### config.mk
export PLATFORM = sky130hd
export DESIGN_NAME = sip_tcp_stream_deframer_unit
export DESIGN_NICKNAME = d
export VERILOG_FILES = /design/src/sipdf_pkg.sv /design/src/sipdf_in_stage.sv /design/src/sipdf_core.sv /design/src/sipdf_out_stage.sv /design/src/sip_tcp_stream_deframer_unit.sv
export SDC_FILE = /design/constraint.sdc
export NUM_CORES = 1
export LEC_CHECK = 0
export BUFFER_PORTS_ARGS = -buffer_cell sky130_fd_sc_hd__buf_2
export CAP_MARGIN = 20
export CORE_MARGIN = 4
export CORE_UTILIZATION = 51
export CTS_CLUSTER_DIAMETER = 150
export DETAILED_ROUTE_END_ITERATION = 6
export PLACE_DENSITY = 0.68
export SLEW_MARGIN = 15
export SYNTH_ARGS = -nofsm -noshare
export SYNTH_HDL_FRONTEND = slang
export SYNTH_HIERARCHICAL = 1
export SYNTH_SLANG_ARGS = --single-unit
### constraint.sdc
create_clock -name clk -period 9.17 [get_ports clk]
set_clock_uncertainty 0.1 [all_clocks]
set_input_delay 0.917 -clock clk [delete_from_list [all_inputs] [get_ports clk]]
set_output_delay 0.917 -clock clk [all_outputs]
set_load 0.1 [all_outputs]
### src/sipdf_pkg.sv
// ----------------------------------------------------------------------------
// sipdf_pkg
// Types, constants and helper functions of the SIP over TCP stream deframer.
// ----------------------------------------------------------------------------
package sipdf_pkg;

    // Width of the length, body and message counters.
    localparam int COUNT_BITS = 24;
    // Width of the message size limit register.
    localparam int CFG_W      = 24;
    // Width used to compare the message counter with the limit.
    localparam int CMP_W      = (COUNT_BITS > CFG_W) ? COUNT_BITS : CFG_W;
    // Width of the decimal accumulator before saturation.
    localparam int ACC_W      = COUNT_BITS + 5;

    localparam logic [COUNT_BITS-1:0] COUNT_MAX     = {COUNT_BITS{1'b1}};
    localparam logic [CFG_W-1:0]      MAX_MSG_RESET = CFG_W'(10 * 1024 * 1024);

    // Stream byte widths.
    localparam int DATA_W = 8;
    localparam int USER_W = 8;

    // Characters of interest.
    localparam logic [7:0] CH_TAB   = 8'h09;
    localparam logic [7:0] CH_LF    = 8'h0a;
    localparam logic [7:0] CH_CR    = 8'h0d;
    localparam logic [7:0] CH_SPACE = 8'h20;
    localparam logic [7:0] CH_PLUS  = 8'h2b;
    localparam logic [7:0] CH_MINUS = 8'h2d;
    localparam logic [7:0] CH_COLON = 8'h3a;
    localparam logic [7:0] CH_ZERO  = 8'h30;
    localparam logic [7:0] CH_NINE  = 8'h39;
    localparam logic [7:0] CH_UP_A  = 8'h41;
    localparam logic [7:0] CH_UP_Z  = 8'h5a;
    localparam logic [7:0] CH_LOW_L = 8'h6c;

    // Header name match positions.
    localparam logic [3:0] POS_CL = 4'd14;
    localparam logic [3:0] POS_L  = 4'd15;

    // Minimum line lengths for a length line to count.
    localparam logic [4:0] MIN_CL_LINE = 5'd16;
    localparam logic [4:0] MIN_L_LINE  = 5'd3;
    localparam logic [4:0] LINE_LEN_MAX = 5'd31;

    // Message phase.
    typedef enum logic [1:0] {
        PH_IDLE,
        PH_HEADER,
        PH_BODY
    } phase_t;

    // Progress through the CR LF CR LF header terminator.
    typedef enum logic [1:0] {
        CRLF_NONE,
        CRLF_CR,
        CRLF_CRLF,
        CRLF_CRLFCR
    } crlf_t;

    // Parse stage of the current header line.
    typedef enum logic [2:0] {
        ST_NAME,
        ST_SKIP,
        ST_WS,
        ST_SIGN,
        ST_DIGITS,
        ST_DONE,
        ST_BAD
    } vstage_t;

    // Message verdict carried on the last byte.
    typedef enum logic [1:0] {
        V_DELIVER,
        V_DROP,
        V_OVERFLOW
    } verdict_t;

    // Parse state of the current header line and the captured length.
    typedef struct packed {
        logic [3:0]            match_pos;
        logic [4:0]            line_len;
        vstage_t               vstage;
        logic                  vneg;
        logic [COUNT_BITS-1:0] lval;
    } line_t;

    // One result item.
    typedef struct packed {
        logic [DATA_W-1:0] out_byte;
        logic              first;
        logic              last;
        verdict_t          verdict;
    } res_t;

    // Lower-case spelling of the header name, one character per position.
    function automatic logic [7:0] name_char(input logic [3:0] pos);
        logic [7:0] ch;
        unique case (pos)
            4'd0:    ch = "c";
            4'd1:    ch = "o";
            4'd2:    ch = "n";
            4'd3:    ch = "t";
            4'd4:    ch = "e";
            4'd5:    ch = "n";
            4'd6:    ch = "t";
            4'd7:    ch = "-";
            4'd8:    ch = "l";
            4'd9:    ch = "e";
            4'd10:   ch = "n";
            4'd11:   ch = "g";
            4'd12:   ch = "t";
            4'd13:   ch = "h";
            default: ch = 8'h00;
        endcase
        return ch;
    endfunction

endpackage

### src/sipdf_in_stage.sv
// ----------------------------------------------------------------------------
// sipdf_in_stage
// Input register: holds one accepted stream byte until the parser takes it.
// ----------------------------------------------------------------------------
module sipdf_in_stage
(
    input  logic                        clk,
    input  logic                        rst_n,
    input  logic                        s_axis_tvalid,
    output logic                        s_axis_tready,
    input  logic [sipdf_pkg::DATA_W-1:0] s_axis_tdata,
    input  logic                        advance,
    output logic                        fire,
    output logic [sipdf_pkg::DATA_W-1:0] in_byte
);
    import sipdf_pkg::*;

    logic              in_valid_reg;
    logic              in_valid_next;
    logic [DATA_W-1:0] in_byte_reg;
    logic              accept;

    // The held byte moves on whenever the result side can take it.
    assign fire          = in_valid_reg && advance;
    assign s_axis_tready = !in_valid_reg || fire;
    assign accept        = s_axis_tvalid && s_axis_tready;
    assign in_byte       = in_byte_reg;

    // Occupancy of the input register.
    always_comb
    begin
        if (accept)
        begin
            in_valid_next = 1'b1;
        end
        else if (fire)
        begin
            in_valid_next = 1'b0;
        end
        else
        begin
            in_valid_next = in_valid_reg;
        end
    end

    always_ff @(posedge clk or negedge rst_n)
    begin
        if (!rst_n)
        begin
            in_valid_reg <= 1'b0;
        end
        else
        begin
            in_valid_reg <= in_valid_next;
        end
    end

    // Payload capture on every accepted transaction.
    always_ff @(posedge clk)
    begin
        if (accept)
        begin
            in_byte_reg <= s_axis_tdata;
        end
    end

endmodule

### src/sipdf_core.sv
// ----------------------------------------------------------------------------
// sipdf_core
// Framing state and the single-pass update for one stream byte.
// ----------------------------------------------------------------------------
module sipdf_core
(
    input  logic                          clk,
    input  logic                          rst_n,
    input  logic                          cfg_valid,
    output logic                          cfg_ready,
    input  logic [sipdf_pkg::CFG_W-1:0]   cfg_data,
    input  logic                          fire,
    input  logic [sipdf_pkg::DATA_W-1:0]  in_byte,
    output logic                          res_valid,
    output sipdf_pkg::res_t               res
);
    import sipdf_pkg::*;

    // Framing state.
    logic [CFG_W-1:0]      max_reg;
    phase_t                phase_reg,    phase_next;
    logic                  idle_cr_reg,  idle_cr_next;
    crlf_t                 crlf_reg,     crlf_next;
    line_t                 line_reg,     line_next;
    logic                  found_reg,    found_next;
    logic [COUNT_BITS-1:0] body_reg,     body_next;
    logic [COUNT_BITS-1:0] cnt_reg,      cnt_next;

    logic                  hdr_end;
    logic                  eligible;
    logic                  has_value;
    logic                  minus_one;

    assign cfg_ready = 1'b1;

    // Decimal accumulate with saturation at the counter maximum.
    function automatic logic [COUNT_BITS-1:0] accumulate(
        input logic [COUNT_BITS-1:0] lval,
        input logic [7:0]            c
    );
        logic [ACC_W-1:0] v;
        v = (ACC_W'(lval) << 3) + (ACC_W'(lval) << 1) + ACC_W'(c[3:0]);
        return (|v[ACC_W-1:COUNT_BITS]) ? COUNT_MAX : v[COUNT_BITS-1:0];
    endfunction

    // Line length counts up and sticks at its maximum.
    function automatic logic [4:0] bump_len(input logic [4:0] len);
        return (len != LINE_LEN_MAX) ? len + 5'd1 : len;
    endfunction

    // Feed one line content byte into the line parser.
    function automatic line_t feed(
        input line_t      s,
        input logic       found,
        input logic [7:0] c
    );
        line_t      r;
        logic [7:0] low;
        logic       is_dig;
        logic       is_ws;
        logic       ws_stage;
        r        = s;
        low      = (c >= CH_UP_A && c <= CH_UP_Z) ? c + 8'd32 : c;
        is_dig   = (c >= CH_ZERO) && (c <= CH_NINE);
        is_ws    = (c == CH_SPACE) || (c >= CH_TAB && c <= CH_CR);
        ws_stage = 1'b0;
        r.line_len = bump_len(s.line_len);
        if (!found)
        begin
            unique case (s.vstage)
                ST_NAME:
                begin
                    if (s.match_pos == 4'd0 && low == CH_LOW_L)
                    begin
                        r.match_pos = POS_L;
                        r.vstage    = ST_SKIP;
                    end
                    else if (s.match_pos < POS_CL && low == name_char(s.match_pos))
                    begin
                        r.match_pos = s.match_pos + 4'd1;
                        if (s.match_pos == POS_CL - 4'd1)
                        begin
                            r.vstage = ST_SKIP;
                        end
                    end
                    else
                    begin
                        r.vstage = ST_BAD;
                    end
                end
                ST_SKIP:
                begin
                    if (c == CH_SPACE || c == CH_TAB)
                    begin
                        r.vstage = ST_SKIP;
                    end
                    else if (c == CH_COLON)
                    begin
                        r.vstage = ST_WS;
                    end
                    else
                    begin
                        ws_stage = 1'b1;
                    end
                end
                ST_WS:
                begin
                    ws_stage = 1'b1;
                end
                ST_SIGN:
                begin
                    if (is_dig)
                    begin
                        r.lval   = accumulate(s.lval, c);
                        r.vstage = ST_DIGITS;
                    end
                    else
                    begin
                        r.vstage = ST_BAD;
                    end
                end
                ST_DIGITS:
                begin
                    if (is_dig)
                    begin
                        r.lval = accumulate(s.lval, c);
                    end
                    else
                    begin
                        r.vstage = ST_DONE;
                    end
                end
                default:
                begin
                    r.vstage = s.vstage;
                end
            endcase

            // White space before the value, then a sign or the first digit.
            if (ws_stage)
            begin
                if (is_ws)
                begin
                    r.vstage = ST_WS;
                end
                else if (c == CH_PLUS)
                begin
                    r.vstage = ST_SIGN;
                end
                else if (c == CH_MINUS)
                begin
                    r.vneg   = 1'b1;
                    r.vstage = ST_SIGN;
                end
                else if (is_dig)
                begin
                    r.lval   = accumulate(s.lval, c);
                    r.vstage = ST_DIGITS;
                end
                else
                begin
                    r.vstage = ST_BAD;
                end
            end
        end
        return r;
    endfunction

    // A CR that turns out to be line content; it never adds a digit.
    function automatic line_t feed_cr(input line_t s, input logic found);
        line_t r;
        r          = s;
        r.line_len = bump_len(s.line_len);
        if (!found)
        begin
            unique case (s.vstage)
                ST_NAME:   r.vstage = ST_BAD;
                ST_SKIP:   r.vstage = ST_WS;
                ST_WS:     r.vstage = ST_WS;
                ST_SIGN:   r.vstage = ST_BAD;
                ST_DIGITS: r.vstage = ST_DONE;
                default:   r.vstage = s.vstage;
            endcase
        end
        return r;
    endfunction

    // Start a new line; the captured value survives once a length is found.
    function automatic line_t clear_line(input line_t s, input logic found);
        line_t r;
        r           = s;
        r.match_pos = 4'd0;
        r.line_len  = 5'd0;
        r.vstage    = ST_NAME;
        if (!found)
        begin
            r.vneg = 1'b0;
            r.lval = '0;
        end
        return r;
    endfunction

    // Line end checks.
    assign eligible  = (line_reg.match_pos == POS_CL && line_reg.line_len >= MIN_CL_LINE) ||
                       (line_reg.match_pos == POS_L && line_reg.line_len >= MIN_L_LINE);
    assign has_value = (line_reg.vstage == ST_DIGITS) || (line_reg.vstage == ST_DONE);
    assign minus_one = line_reg.vneg && (line_reg.lval == COUNT_BITS'(1));

    // Next state and result for the byte in the input register.
    always_comb
    begin
        logic go;
        logic is_hdr;
        phase_next   = phase_reg;
        idle_cr_next = idle_cr_reg;
        crlf_next    = crlf_reg;
        line_next    = line_reg;
        found_next   = found_reg;
        body_next    = body_reg;
        cnt_next     = cnt_reg;
        hdr_end      = 1'b0;
        go           = 1'b1;
        is_hdr       = 1'b0;
        res.out_byte = in_byte;
        res.first    = 1'b0;
        res.last     = 1'b0;
        res.verdict  = V_DELIVER;

        // Idle: drop CRs and an LF that follows a CR, anything else opens a message.
        if (phase_reg != PH_HEADER && phase_reg != PH_BODY)
        begin
            if (idle_cr_reg)
            begin
                if (in_byte == CH_LF)
                begin
                    idle_cr_next = 1'b0;
                    go           = 1'b0;
                end
                else if (in_byte == CH_CR)
                begin
                    go = 1'b0;
                end
                else
                begin
                    idle_cr_next = 1'b0;
                end
            end
            else if (in_byte == CH_CR)
            begin
                idle_cr_next = 1'b1;
                go           = 1'b0;
            end
            if (go)
            begin
                crlf_next  = CRLF_NONE;
                found_next = 1'b0;
                line_next  = clear_line(line_reg, 1'b0);
                body_next  = '0;
                cnt_next   = '0;
                is_hdr     = 1'b1;
                res.first  = 1'b1;
            end
        end
        else
        begin
            is_hdr = (phase_reg == PH_HEADER);
        end

        if (go)
        begin
            if (is_hdr)
            begin
                phase_next = PH_HEADER;
                // Header byte: track the terminator and feed line content.
                if (in_byte == CH_CR)
                begin
                    unique case (crlf_next)
                        CRLF_CR, CRLF_CRLFCR:
                        begin
                            line_next = feed_cr(line_next, found_next);
                            crlf_next = CRLF_CR;
                        end
                        CRLF_CRLF: crlf_next = CRLF_CRLFCR;
                        default:   crlf_next = CRLF_CR;
                    endcase
                end
                else if (in_byte == CH_LF)
                begin
                    if (crlf_next == CRLF_CR)
                    begin
                        // End of a header line.
                        if (!found_next && eligible && has_value && !minus_one)
                        begin
                            found_next = 1'b1;
                        end
                        line_next = clear_line(line_next, found_next);
                        crlf_next = CRLF_CRLF;
                    end
                    else if (crlf_next == CRLF_CRLFCR)
                    begin
                        hdr_end = 1'b1;
                    end
                    else
                    begin
                        line_next = feed(line_next, found_next, in_byte);
                        crlf_next = CRLF_NONE;
                    end
                end
                else
                begin
                    if (crlf_next == CRLF_CR || crlf_next == CRLF_CRLFCR)
                    begin
                        line_next = feed_cr(line_next, found_next);
                    end
                    line_next = feed(line_next, found_next, in_byte);
                    crlf_next = CRLF_NONE;
                end

                // Header complete: deliver, go to the body, or drop.
                if (hdr_end)
                begin
                    if (found_next && !(line_next.vneg && line_next.lval != '0))
                    begin
                        if (line_next.lval == '0)
                        begin
                            res.last = 1'b1;
                        end
                        else
                        begin
                            body_next  = line_next.lval;
                            phase_next = PH_BODY;
                        end
                    end
                    else
                    begin
                        res.last    = 1'b1;
                        res.verdict = V_DROP;
                    end
                end
            end
            else
            begin
                // Body byte.
                if (body_next != '0)
                begin
                    body_next = body_next - COUNT_BITS'(1);
                end
                if (body_next == '0)
                begin
                    res.last = 1'b1;
                end
            end

            // Size limit.
            if (!res.last && CMP_W'(cnt_next) >= CMP_W'(max_reg))
            begin
                res.last    = 1'b1;
                res.verdict = V_OVERFLOW;
            end
            if (cnt_next != COUNT_MAX)
            begin
                cnt_next = cnt_next + COUNT_BITS'(1);
            end

            // Message end returns to idle with clean state.
            if (res.last)
            begin
                crlf_next  = CRLF_NONE;
                found_next = 1'b0;
                line_next  = clear_line(line_next, 1'b0);
                body_next  = '0;
                cnt_next   = '0;
                phase_next = PH_IDLE;
            end
        end
        else
        begin
            phase_next = PH_IDLE;
        end
        res_valid = fire && go;
    end

    // Configuration register.
    always_ff @(posedge clk or negedge rst_n)
    begin
        if (!rst_n)
        begin
            max_reg <= MAX_MSG_RESET;
        end
        else if (cfg_valid && cfg_ready)
        begin
            max_reg <= cfg_data;
        end
    end

    // State update on each byte taken from the input register.
    always_ff @(posedge clk or negedge rst_n)
    begin
        if (!rst_n)
        begin
            phase_reg   <= PH_IDLE;
            idle_cr_reg <= 1'b0;
            crlf_reg    <= CRLF_NONE;
            line_reg    <= '{match_pos: 4'd0, line_len: 5'd0, vstage: ST_NAME,
                             vneg: 1'b0, lval: '0};
            found_reg   <= 1'b0;
            body_reg    <= '0;
            cnt_reg     <= '0;
        end
        else if (fire)
        begin
            phase_reg   <= phase_next;
            idle_cr_reg <= idle_cr_next;
            crlf_reg    <= crlf_next;
            line_reg    <= line_next;
            found_reg   <= found_next;
            body_reg    <= body_next;
            cnt_reg     <= cnt_next;
        end
    end

endmodule

### src/sipdf_out_stage.sv
// ----------------------------------------------------------------------------
// sipdf_out_stage
// Result register: presents one result transaction on the master side.
// ----------------------------------------------------------------------------
module sipdf_out_stage
(
    input  logic                          clk,
    input  logic                          rst_n,
    input  logic                          fire,
    input  logic                          res_valid,
    input  sipdf_pkg::res_t               res,
    output logic                          advance,
    output logic                          m_axis_tvalid,
    input  logic                          m_axis_tready,
    output logic [sipdf_pkg::DATA_W-1:0]  m_axis_tdata,
    output logic                          m_axis_tlast,
    output logic [sipdf_pkg::USER_W-1:0]  m_axis_tuser
);
    import sipdf_pkg::*;

    logic out_valid_reg;
    logic out_valid_next;
    res_t out_reg;

    // The register may load when empty or when its content leaves now.
    assign advance = !out_valid_reg || m_axis_tready;

    always_comb
    begin
        if (advance)
        begin
            out_valid_next = res_valid;
        end
        else
        begin
            out_valid_next = out_valid_reg;
        end
    end

    always_ff @(posedge clk or negedge rst_n)
    begin
        if (!rst_n)
        begin
            out_valid_reg <= 1'b0;
        end
        else
        begin
            out_valid_reg <= out_valid_next;
        end
    end

    always_ff @(posedge clk)
    begin
        if (advance && fire)
        begin
            out_reg <= res;
        end
    end

    // Port packing: tuser holds first_of_message then verdict.
    assign m_axis_tvalid = out_valid_reg;
    assign m_axis_tdata  = out_reg.out_byte;
    assign m_axis_tlast  = out_reg.last;
    assign m_axis_tuser  = {{(USER_W - 3){1'b0}}, out_reg.verdict, out_reg.first};

endmodule

### src/sip_tcp_stream_deframer_unit.sv
// ----------------------------------------------------------------------------
// sip_tcp_stream_deframer_unit
// Splits a text message byte stream into framed messages with a verdict.
// ----------------------------------------------------------------------------
//  Channel   Direction  Contents
//  s_axis    in         tdata[7:0] data_byte
//  m_axis    out        tdata[7:0] out_byte, tlast last_of_message,
//                       tuser[0] first_of_message, tuser[2:1] verdict
//  cfg       in         cfg_data[23:0] max_message_bytes
//
// One byte per cycle sustained while the master side takes results. An
// accepted byte sits in the input register while the parse runs, and its
// result is then loaded into the result register and presented from it. The parse is
// a single pass of logic between those two registers. Reset is asynchronous
// and active low and needs no clearing pass. A stall on the master side holds
// the result and fills the input register before tready falls on the slave side.
// ----------------------------------------------------------------------------
module sip_tcp_stream_deframer_unit
(
    input  logic                          clk,
    input  logic                          rst_n,
    // Fields from bit 0: data_byte[7:0].
    input  logic                          s_axis_tvalid,
    output logic                          s_axis_tready,
    input  logic [sipdf_pkg::DATA_W-1:0]  s_axis_tdata,
    // Fields from bit 0: out_byte[7:0].
    output logic                          m_axis_tvalid,
    input  logic                          m_axis_tready,
    output logic [sipdf_pkg::DATA_W-1:0]  m_axis_tdata,
    output logic                          m_axis_tlast,
    // Fields from bit 0: first_of_message[0], verdict[2:1], zero fill[7:3].
    output logic [sipdf_pkg::USER_W-1:0]  m_axis_tuser,
    input  logic                          cfg_valid,
    output logic                          cfg_ready,
    input  logic [sipdf_pkg::CFG_W-1:0]   cfg_data
);
    import sipdf_pkg::*;

    logic              advance;
    logic              fire;
    logic [DATA_W-1:0] in_byte;
    logic              res_valid;
    res_t              res;

    // Input register.
    sipdf_in_stage u_in_stage
    (
        .clk           (clk),
        .rst_n         (rst_n),
        .s_axis_tvalid (s_axis_tvalid),
        .s_axis_tready (s_axis_tready),
        .s_axis_tdata  (s_axis_tdata),
        .advance       (advance),
        .fire          (fire),
        .in_byte       (in_byte)
    );

    // Framing state and per-byte update.
    sipdf_core u_core
    (
        .clk       (clk),
        .rst_n     (rst_n),
        .cfg_valid (cfg_valid),
        .cfg_ready (cfg_ready),
        .cfg_data  (cfg_data),
        .fire      (fire),
        .in_byte   (in_byte),
        .res_valid (res_valid),
        .res       (res)
    );

    // Result register.
    sipdf_out_stage u_out_stage
    (
        .clk           (clk),
        .rst_n         (rst_n),
        .fire          (fire),
        .res_valid     (res_valid),
        .res           (res),
        .advance       (advance),
        .m_axis_tvalid (m_axis_tvalid),
        .m_axis_tready (m_axis_tready),
        .m_axis_tdata  (m_axis_tdata),
        .m_axis_tlast  (m_axis_tlast),
        .m_axis_tuser  (m_axis_tuser)
    );

endmodule

==> metrics.yaml, run 1 <==
synth:
  ys_seq_area_frac: 0.267
  yosysMostFrequentCell: "nand2_1"
  syn_area_per_cell_um2: 7.76
  ys_types: 99
  syn_inst: 1707
  yosysWarnings: 6
  yosys.area.top_type_share: 0.217
  synth.area.mux_share: 0.0171
  synth_adder_area_share: 0.0843
  synth_compound_area_frac: 0.290
  synth_xor_area_frac: 0.0258
  synth_area_leaders: "dfrtp_1 22%, ha_1 8.1%, nand2_1 5.2%"
  synth_top_family_by_area: "compound AO/OA/AOI/OAI gates"
  async_flop_share: 0.854
  ys_ff_latch: 137
  yosys.area_share.simple: 0.252
  synth_edf_count: 20
  synth_area_mm2: 0.0132
  synth.largest_area_cell: "dfrtp_1"
  synth_flop_cell: "dfrtp_1"
  ys_top_cells_by_count: "185 x nand2_1, 126 x a21oi_1, 126 x nor2_1"
power:
  powerDensity_mw_per_mm2: 311
  power.leakage_nw: 6.12
  peakVddDrop_mv: 0.162
setup_path:
  path_max_fanout: 28
  crit_path_start_kind: "flop"
  r2r_slack_ps: 970
  required_ps: 9360
  critical_path_class: "reg -> reg"
  r2r_cells: 22
  arrival_ps: 8390
  worstSetupEndpointType: "flop"
place:
  dp_slack_ps: 1200
  gp_congestion: 1.04
  portBuffers: 50
  dp_hpwl_um: 33000
die:
  start_util: 0.521
  rows: 58
  die_width_um: 169
  ios: 57
  die_y_um: 169
  die_area_mm2: 0.0286
  coreArea_mm2: 0.0254
layout:
  drive_gt1_frac: 0.0870
  largest_register_ffs: 37
  diodes: 0
  area_delta_synth_final_pct: 6.80
  finalNetCount: 1802
clock_network:
  clk_pin_slew_ps: 80
  clockBufferDepth: 2
  cts_inserted_buffers: 17
  insertion_delay_ps: 440
  cts_setup_buffers: 0
  cts_tree: "built"
  hold_buffers: 0
  cts.htree.levels: 4
  cts.sinks: 137
  cts_root_buffer: "clkbuf_16"
  ctsResizeCount: 0
global_route:
  overflow: 0
  grtUsageMet3: 0.0498
  busiest_layer: "met2"
  grt_pass1_wl_um: 70900
  grt_util_met2: 0.484
  met1_usage: 0.431
  grt_max_degree: 68
  first_global_vias: 12600
  grtUsageTotal: 0.306
  antenna_found_initial: 0
sta:
  hold_viol_final: 0
  fmax_mhz: 122
  slew_headroom: 0.338
  rsz0062_at_grt: "no"
  final.setup.worst_slack_ps: 966
  worstMarginPinSlew_ps: 992
  slew_viol_final: 0
  fin_setup_tns_ps: 0
  period_needed_ps: 8200
  setup_viol: 0
  fin_crit_sh: 0.895
worst_hold_path:
  hold_class: "reg -> reg"
  hold_path_depth: 2
route:
  wl_um: 44600
  first_iter_violations: 1964
  ant_nets: 0
  avgViaCountPerCell: 6.76
  drc: 0
  vias: 13700
  wl_per_cell_um: 22.1
  detail_route.first_pass.iterations: 6
run_status:
  status: "complete, no violations"
run:
  max_cap_viol_count: 0
[cell type report]
type	instances	area (um2)
clock buffer	17	425
clock inverter	15	199
fill	2385	11300
inverter	75	282
multi-input combinational	1378	8900
sequential	137	3530
tap	330	413
timing repair buffer	68	393
[placed cells by master, fill, tap and decap left out, types with 9 or more instances in the layout]
| cell type | instances |
|---|---|
| nand2_1 | 184 |
| o22ai_1 | 28 |
| xor2_1 | 15 |
| a211oi_1 | 14 |
| buf_2 | 49 |
| ha_1 | 86 |
| a31oi_1 | 36 |
| o21a_1 | 10 |
| o21ai_0 | 122 |
| buf_4 | 17 |
| nand2b_1 | 32 |
| dfrtp_1 | 115 |
| nor2_1 | 126 |
| o221ai_1 | 12 |
| and3_1 | 17 |
| nor3_1 | 44 |
| nor2b_1 | 15 |
| nor4_1 | 26 |
| a21boi_0 | 9 |
| o211ai_1 | 25 |
| o21ai_1 | 11 |
| o31ai_1 | 12 |
| clkbuf_16 | 17 |
| and2_1 | 48 |
| inv_1 | 74 |
| a21oi_1 | 126 |
| nand3_1 | 59 |
| a22o_1 | 29 |
| a21o_1 | 21 |
| nand4_1 | 20 |
| xnor2_1 | 24 |
| or3_1 | 16 |
| o2bb2ai_1 | 13 |
| a32o_1 | 11 |
| edfxtp_1 | 20 |
| mux2i_1 | 16 |
[path summary, 6_finish.rpt]
kind / startpoint / end
max: u_in_stage/in_byte[5] / u_core/cnt_reg[10]
min: u_core/max_reg[21] / u_core/max_reg[21]
max reg2reg: u_in_stage/in_byte[5] / u_core/cnt_reg[10]
min reg2reg: u_core/max_reg[21] / u_core/max_reg[21]
max in group asynchronous: rst_n / u_core/line_reg[23]
min in group asynchronous: rst_n / u_core/max_reg[7]
[per-layer routing]
metal  vias up  part of all wire
met3       133             0.093
met1      6458              0.42
met5         -                 0
met2       776              0.45
li1       6295                 -
met4         0             0.032
[per-stage QoR]
stage / total power, mW / util / hold slack, ps / instances / instance area [um2]
2_1_floorplan: 2.88 / - / 371 / 1711 / 13300
3_3_place_gp: 3.59 / 0.531 / 397 / 1985 / 13500
3_5_place_dp: 3.59 / 0.532 / 403 / 1987 / 13500
4_1_cts: 4.33 / 0.557 / 414 / 2019 / 14100
5_1_grt: 4.67 / 0.557 / 456 / 2020 / 14100
6_report: 4.40 / 0.557 / 410 / 2020 / 14100
[logic make-up (layout without fill, tap and decap cells)]
group | count (synthesis) | after routing
other | 2 | 6
AND/OR/NAND/NOR | 651 | 651
flip-flops | 137 | 137
multiplexers | 22 | 22
buffers and inverters | 196 | 175
AO/OA/AOI/OAI | 572 | 572
adder cells (fa/ha/maj) | 88 | 88
XOR/XNOR | 39 | 39
[power breakdown]
group	internal [mW]	switching (mW)	total, mW
Clock	0.373	0.344	0.718
Combinational	0.880	1.76	2.64
Sequential	0.771	0.271	1.04
[critical path: stages, from the launching register on]
cell      delay, ps
edfxtp_1        690
nor4_4          470
o211ai_2        330
nand2_4         370
and2_1          270
inv_1            70
fa_1            490
fa_1            460
nand2b_1        180
a21oi_1         240
o211ai_1        170
o31ai_1         500
mux2i_1         150
o22ai_1         620
buf_4           280
nor2_2          100
o21bai_1        390
nor4_1          100
nand4b_1        290
o21ai_2         160
a21oi_2         720
nand2_1         370
o311ai_0        500
Power figures use the tool's default switching activity.
==> run 2, diff against run 1 <==
--- a/config.mk
+++ b/config.mk
@@ -6,12 +6,13 @@
 export NUM_CORES = 1
 export LEC_CHECK = 0
 export BUFFER_PORTS_ARGS = -buffer_cell sky130_fd_sc_hd__buf_2
-export CAP_MARGIN = 20
+export CAP_MARGIN = 30
 export CORE_MARGIN = 4
 export CORE_UTILIZATION = 51
 export CTS_CLUSTER_DIAMETER = 150
 export DETAILED_ROUTE_END_ITERATION = 6
 export PLACE_DENSITY = 0.68
+export REMOVE_ABC_BUFFERS = 1
 export SLEW_MARGIN = 15
 export SYNTH_ARGS = -nofsm -noshare
 export SYNTH_HDL_FRONTEND = slang
==> run 2 against run 1 <==
The run now ends with DRC left. Critical path type unchanged. First-iteration DRC count is 17% lower. Total power is 0.15% lower. Non-clock buffer count is 2 higher. Utilization is 0.059 points higher. Clock-buffer cell count stayed put. Highest routed layer unchanged. Die area stayed put. Register-to-register slack better by 250 ps. Largest cell class unchanged.
==> metrics.yaml, run 2 (synthesized netlist as in run 1, its figures left out) <==
sta:
  setup_viol: 0
  fmax_mhz: 126
  worstMarginPinSlew_ps: 910
  final.setup.worst_slack_ps: 1220
  period_needed_ps: 7950
  slew_viol_final: 0
  fin_hold_ws_ps: 360
  fin_setup_tns_ps: 0
  rsz0062_at_grt: "no"
  hold_viol_final: 0
  fin_crit_sh: 0.867
  slew_headroom: 0.382
place:
  gp_congestion: 1.05
  portBuffers: 50
  dp_hpwl_um: 32500
  dpl_cell_area_mm2: 0.0135
  dp_slack_ps: 1370
setup_path:
  worstSetupEndpointType: "flop"
  required_ps: 9430
  arrival_ps: 8210
  crit_path_start_kind: "flop"
  regToRegEndpoint: "u_core/body_reg[5]"
  path_max_fanout: 27
  r2r_slack_ps: 1220
  r2r_start: "u_in_stage/in_byte[1]"
  r2r_cells: 22
  critical_path_class: "reg -> reg"
layout:
  area_delta_synth_final_pct: 6.92
  finalNetCount: 1804
  final_common_cell: "nand2_1"
  seq_area_mm2: 0.00353
  diodes: 0
  final_area_mm2: 0.0142
  multiInputGateArea_mm2: 0.00891
  utilization: 0.557
  fillers: 2429
  largest_register_ffs: 37
  drive_gt1_frac: 0.0887
  final_cell_mix: "184 x nand2_1, 126 x nor2_1, 126 x a21oi_1, 122 x o21ai_0, 115 x dfrtp_1"
route:
  avgViaCountPerCell: 6.81
  ant_nets: 0
  wl_um: 44400
  vias: 13800
  drc: 1
  detail_route.first_pass.iterations: 7
  first_iter_violations: 1633
  wl_per_cell_um: 22.0
global_route:
  busiest_layer: "met2"
  grt_max_degree: 76
  met1_usage: 0.432
  grtUsageMet3: 0.0587
  first_global_vias: 12800
  grtUsageTotal: 0.302
  overflow: 0
  grt_util_met2: 0.453
  grt_pass1_wl_um: 70200
  antenna_found_initial: 0
die:
  coreArea_mm2: 0.0254
  start_util: 0.521
  die_y_um: 169
  ios: 57
  die_area_mm2: 0.0286
  die_width_um: 169
  rows: 58
run_status:
  violations: "DRC"
  status: "finished with violations"
clock_network:
  cts_tree: "built"
  cts.sinks: 137
  insertion_delay_ps: 440
  cts.htree.levels: 4
  cts_root_buffer: "clkbuf_16"
  cts_inserted_buffers: 17
  clk_pin_slew_ps: 70
  cts_setup_buffers: 0
  ctsResizeCount: 0
  hold_buffers: 0
  clockBufferDepth: 2
run:
  max_cap_viol_count: 0
power:
  peakVddDrop_mv: 0.170
  power.leakage_nw: 6.12
  powerDensity_mw_per_mm2: 310
worst_hold_path:
  hold_class: "in -> async"
[run 2: cell types whose count changed in the layout (fill, tap and decap cells not counted), sizes merged]
| cell | delta |
|---|---|
| clkinvlp | +2 |
| clkbuf | +1 |
| inv | +1 |
| clkinv | -3 |
| buf | +1 |
[run 2: final cells by class]
cell class	instances	area share
clock buffer	17	0.0300
clock inverter	15	0.0126
inverter	75	0.0199
multi-input combinational	1378	0.629
sequential	137	0.249
tap	330	0.0292
timing repair buffer	70	0.0298
[run 2: through the flow]
step / total power, mW / cells
6_report: 4.39 / 2022
3_3_place_gp: 3.56 / 1985
2_1_floorplan: 2.78 / 1590
5_1_grt: 4.67 / 2022
4_1_cts: 4.30 / 2017
3_5_place_dp: 3.59 / 1985
[run 2: worst max-delay path by stage]
stage                                from                  end
floorplan           u_in_stage/in_byte[0]  u_core/body_reg[18]
global placement    u_in_stage/in_byte[1]  u_core/line_reg[15]
detailed placement  u_in_stage/in_byte[1]  u_core/line_reg[16]
CTS                 u_in_stage/in_byte[1]  u_core/line_reg[16]
finish              u_in_stage/in_byte[1]   u_core/body_reg[5]
global route        u_in_stage/in_byte[1]   u_core/body_reg[3]
[run 2: power breakdown]
part | total (mW) | switching [mW] | internal [mW]
combinational | 2.66 | 1.77 | 0.889
sequential | 1.03 | 0.259 | 0.771
clock | 0.702 | 0.333 | 0.369
[run 2: worst max-delay path, stage by stage, from the launching register on]
cell and delay [ps]:
edfxtp_1 810, nor4bb_1 450, o211ai_2 270, nand2_4 350, and2_1 270, inv_1 80
fa_1 540, inv_1 70, ha_1 310, a211oi_1 390, o21ai_0 260, a211oi_1 310
nor2_1 140, a311oi_1 340, mux2i_2 310, nor2_2 420, a21oi_1 210, a2111oi_2 450
nand3_1 270, nor2_2 700, nor2_1 270, o21ai_0 340, a32o_1 220
[run 2: routing by layer]
metal	share of wire	routed length, um
met5	0	0
met4	0.037	1660
met3	0.093	4150
met2	0.43	19300
met1	0.44	19400
==> run 3, diff against run 2 <==
--- a/config.mk
+++ b/config.mk
@@ -8,10 +8,10 @@
 export BUFFER_PORTS_ARGS = -buffer_cell sky130_fd_sc_hd__buf_2
 export CAP_MARGIN = 30
 export CORE_MARGIN = 4
-export CORE_UTILIZATION = 51
+export CORE_UTILIZATION = 64
 export CTS_CLUSTER_DIAMETER = 150
 export DETAILED_ROUTE_END_ITERATION = 6
-export PLACE_DENSITY = 0.68
+export PLACE_DENSITY = 0.82
 export REMOVE_ABC_BUFFERS = 1
 export SLEW_MARGIN = 15
 export SYNTH_ARGS = -nofsm -noshare
==> run 3 against run 2 <==
The run still ends with DRC left. Fmax is 2.6% higher. Via count is 0.84% higher. Register-to-register slack better by 200 ps. Total power is 0.29% lower. Combinational power hardly changed. Clock power is 1% higher. Critical path type unchanged. Largest cell class unchanged. Largest power group unchanged.
==> metrics.yaml, run 3 (synthesized netlist as in run 1, its figures left out) <==
die:
  ios: 57
  rows: 52
  die_width_um: 152
  start_util: 0.652
  die_area_mm2: 0.0231
  die_y_um: 152
  coreArea_mm2: 0.0203
layout:
  instances_no_fill: 1960
  area_delta_synth_final_pct: 6.02
  final_common_cell: "nand2_1"
  finalNetCount: 1802
  utilization: 0.692
  final_area_mm2: 0.0140
  drive_gt1_frac: 0.0858
  diodes: 0
  final_cell_mix: "184 x nand2_1, 126 x nor2_1, 126 x a21oi_1, 122 x o21ai_0, 115 x dfrtp_1"
  largest_register_ffs: 37
sta:
  final.setup.worst_slack_ps: 1420
  fmax_mhz: 129
  slew_viol_final: 0
  fin_setup_tns_ps: 0
  worstMarginPinSlew_ps: 953
  period_needed_ps: 7750
  hold_viol_final: 0
  fin_crit_sh: 0.846
  slew_headroom: 0.360
  setup_viol: 0
  rsz0062_at_grt: "no"
  fin_hold_ws_ps: 413
setup_path:
  regToRegEndpoint: "u_core/line_reg[1]"
  critical_path.startpoint: "u_in_stage/in_byte[1]"
  cp_cell_sequence: "nor4bb_1 -> o211ai_2 -> nand2_4 -> buf_4 -> and2_1 -> ha_1 -> ha_1 -> a21oi_1 -> o21ai_0 -> a221oi_1 -> nand2_1 -> mux2i_1 -> o22ai_1 -> buf_4 -> nor2_2 -> a21oi_1 -> a2111oi_2 -> nand3_1 -> o21ai_2 -> and2_1 -> o21ai_4 -> a22o_1"
  crit_buf_inv: 2
  critical_path_class: "reg -> reg"
  max_stage_delay_ps: 790
  r2r_slack_ps: 1420
  cp_num_cells: 22
  endpoint: "u_core/line_reg[1]"
  required_ps: 9370
  crit_path_start_kind: "flop"
  r2r_cells: 22
  r2r_start: "u_in_stage/in_byte[1]"
  path_max_fanout: 51
  slowest_stage: "edfxtp_1"
  worstSetupEndpointType: "flop"
  arrival_ps: 7960
  crit_family: "compound AO/OA/AOI/OAI gates"
place:
  gp_congestion: 1.04
  portBuffers: 50
  dp.cells: 1926
  dpl_cell_area_mm2: 0.0134
  dp_hpwl_um: 31800
  dp_slack_ps: 1550
clock_network:
  clockBufferDepth: 2
  cts_inserted_buffers: 17
  cts_tree: "built"
  hold_buffers: 0
  insertion_delay_ps: 420
  cts_setup_buffers: 0
  cts.sinks: 137
  ctsResizeCount: 0
  cts_root_buffer: "clkbuf_16"
  clk_pin_slew_ps: 70
  cts.htree.levels: 4
route:
  wl_um: 43200
  routed-wl-met3_um: 4460
  ant_nets: 0
  wl_per_cell_um: 22.1
  drc: 4
  first_iter_violations: 2119
  avgViaCountPerCell: 7.08
  met1_length_um: 17700
  wl_met2_um: 19100
  vias: 13900
  maxUsedRoutingLayer: "met4"
  detail_route.first_pass.iterations: 7
global_route:
  grt_max_degree: 66
  antenna_found_initial: 0
  grtUsageTotal: 0.361
  grt_pass1_wl_um: 69500
  overflow: 0
  first_global_vias: 12800
power:
  pwr-share-clk: 0.162
  peakVddDrop_mv: 0.201
  power.internal_mw: 2.06
  swShare: 0.530
  p_comb_frac: 0.600
  power_mw: 4.38
  p_switching_mw: 2.32
  seqPwrFrac: 0.238
  powerDensity_mw_per_mm2: 312
  power.leakage_nw: 6.12
run_status:
  status: "finished with violations"
  violations: "DRC"
worst_hold_path:
  hold_start: "u_core/cnt_reg[15]"
  hold_class: "reg -> reg"
run:
  max_cap_viol_count: 0
[run 3: changes by cell type in the layout (fill, tap and decap cells not counted), sizes merged]
cell,change
clkinv,-4
clkinvlp,-2
inv,+3
buf,-1
bufinv,+1
clkbuf,+1
[run 3: worst min path at each step]
stage | endpoint | cells after the start
5_1_grt | u_core/line_reg[24] | 1
2_1_floorplan | u_core/cnt_reg[15] | 1
3_3_place_gp | u_core/line_reg[12] | 1
6_report | u_core/cnt_reg[15] | 1
3_5_place_dp | u_core/cnt_reg[15] | 1
4_1_cts | u_core/cnt_reg[15] | 1
[run 3: layout make-up]
type / instances / area [um2]
multi-input cells: 1378 / 8890
fillers: 1704 / 6260
flip-flops and latches: 137 / 3530
clock buffers: 19 / 453
repair buffers: 68 / 393
well taps: 270 / 338
inverters: 75 / 282
clock inverters: 13 / 150
[run 3: power by group through the flow]
stage | Sequential [mW] | Clock [mW] | Combinational, mW
finish | 1.04 | 0.710 | 2.63
global placement | 1.03 | 0 | 2.48
detailed placement | 1.03 | 0 | 2.51
floorplan | 0.997 | 0 | 1.79
CTS | 1.02 | 0.715 | 2.53
global route | 1.06 | 0.749 | 2.84
[run 3: routing by layer]
metal,global-route usage,up-vias
met5,0,-
met4,0.141,0
met3,0.0666,178
met1,0.509,6426
li1,-,6305
met2,0.554,972
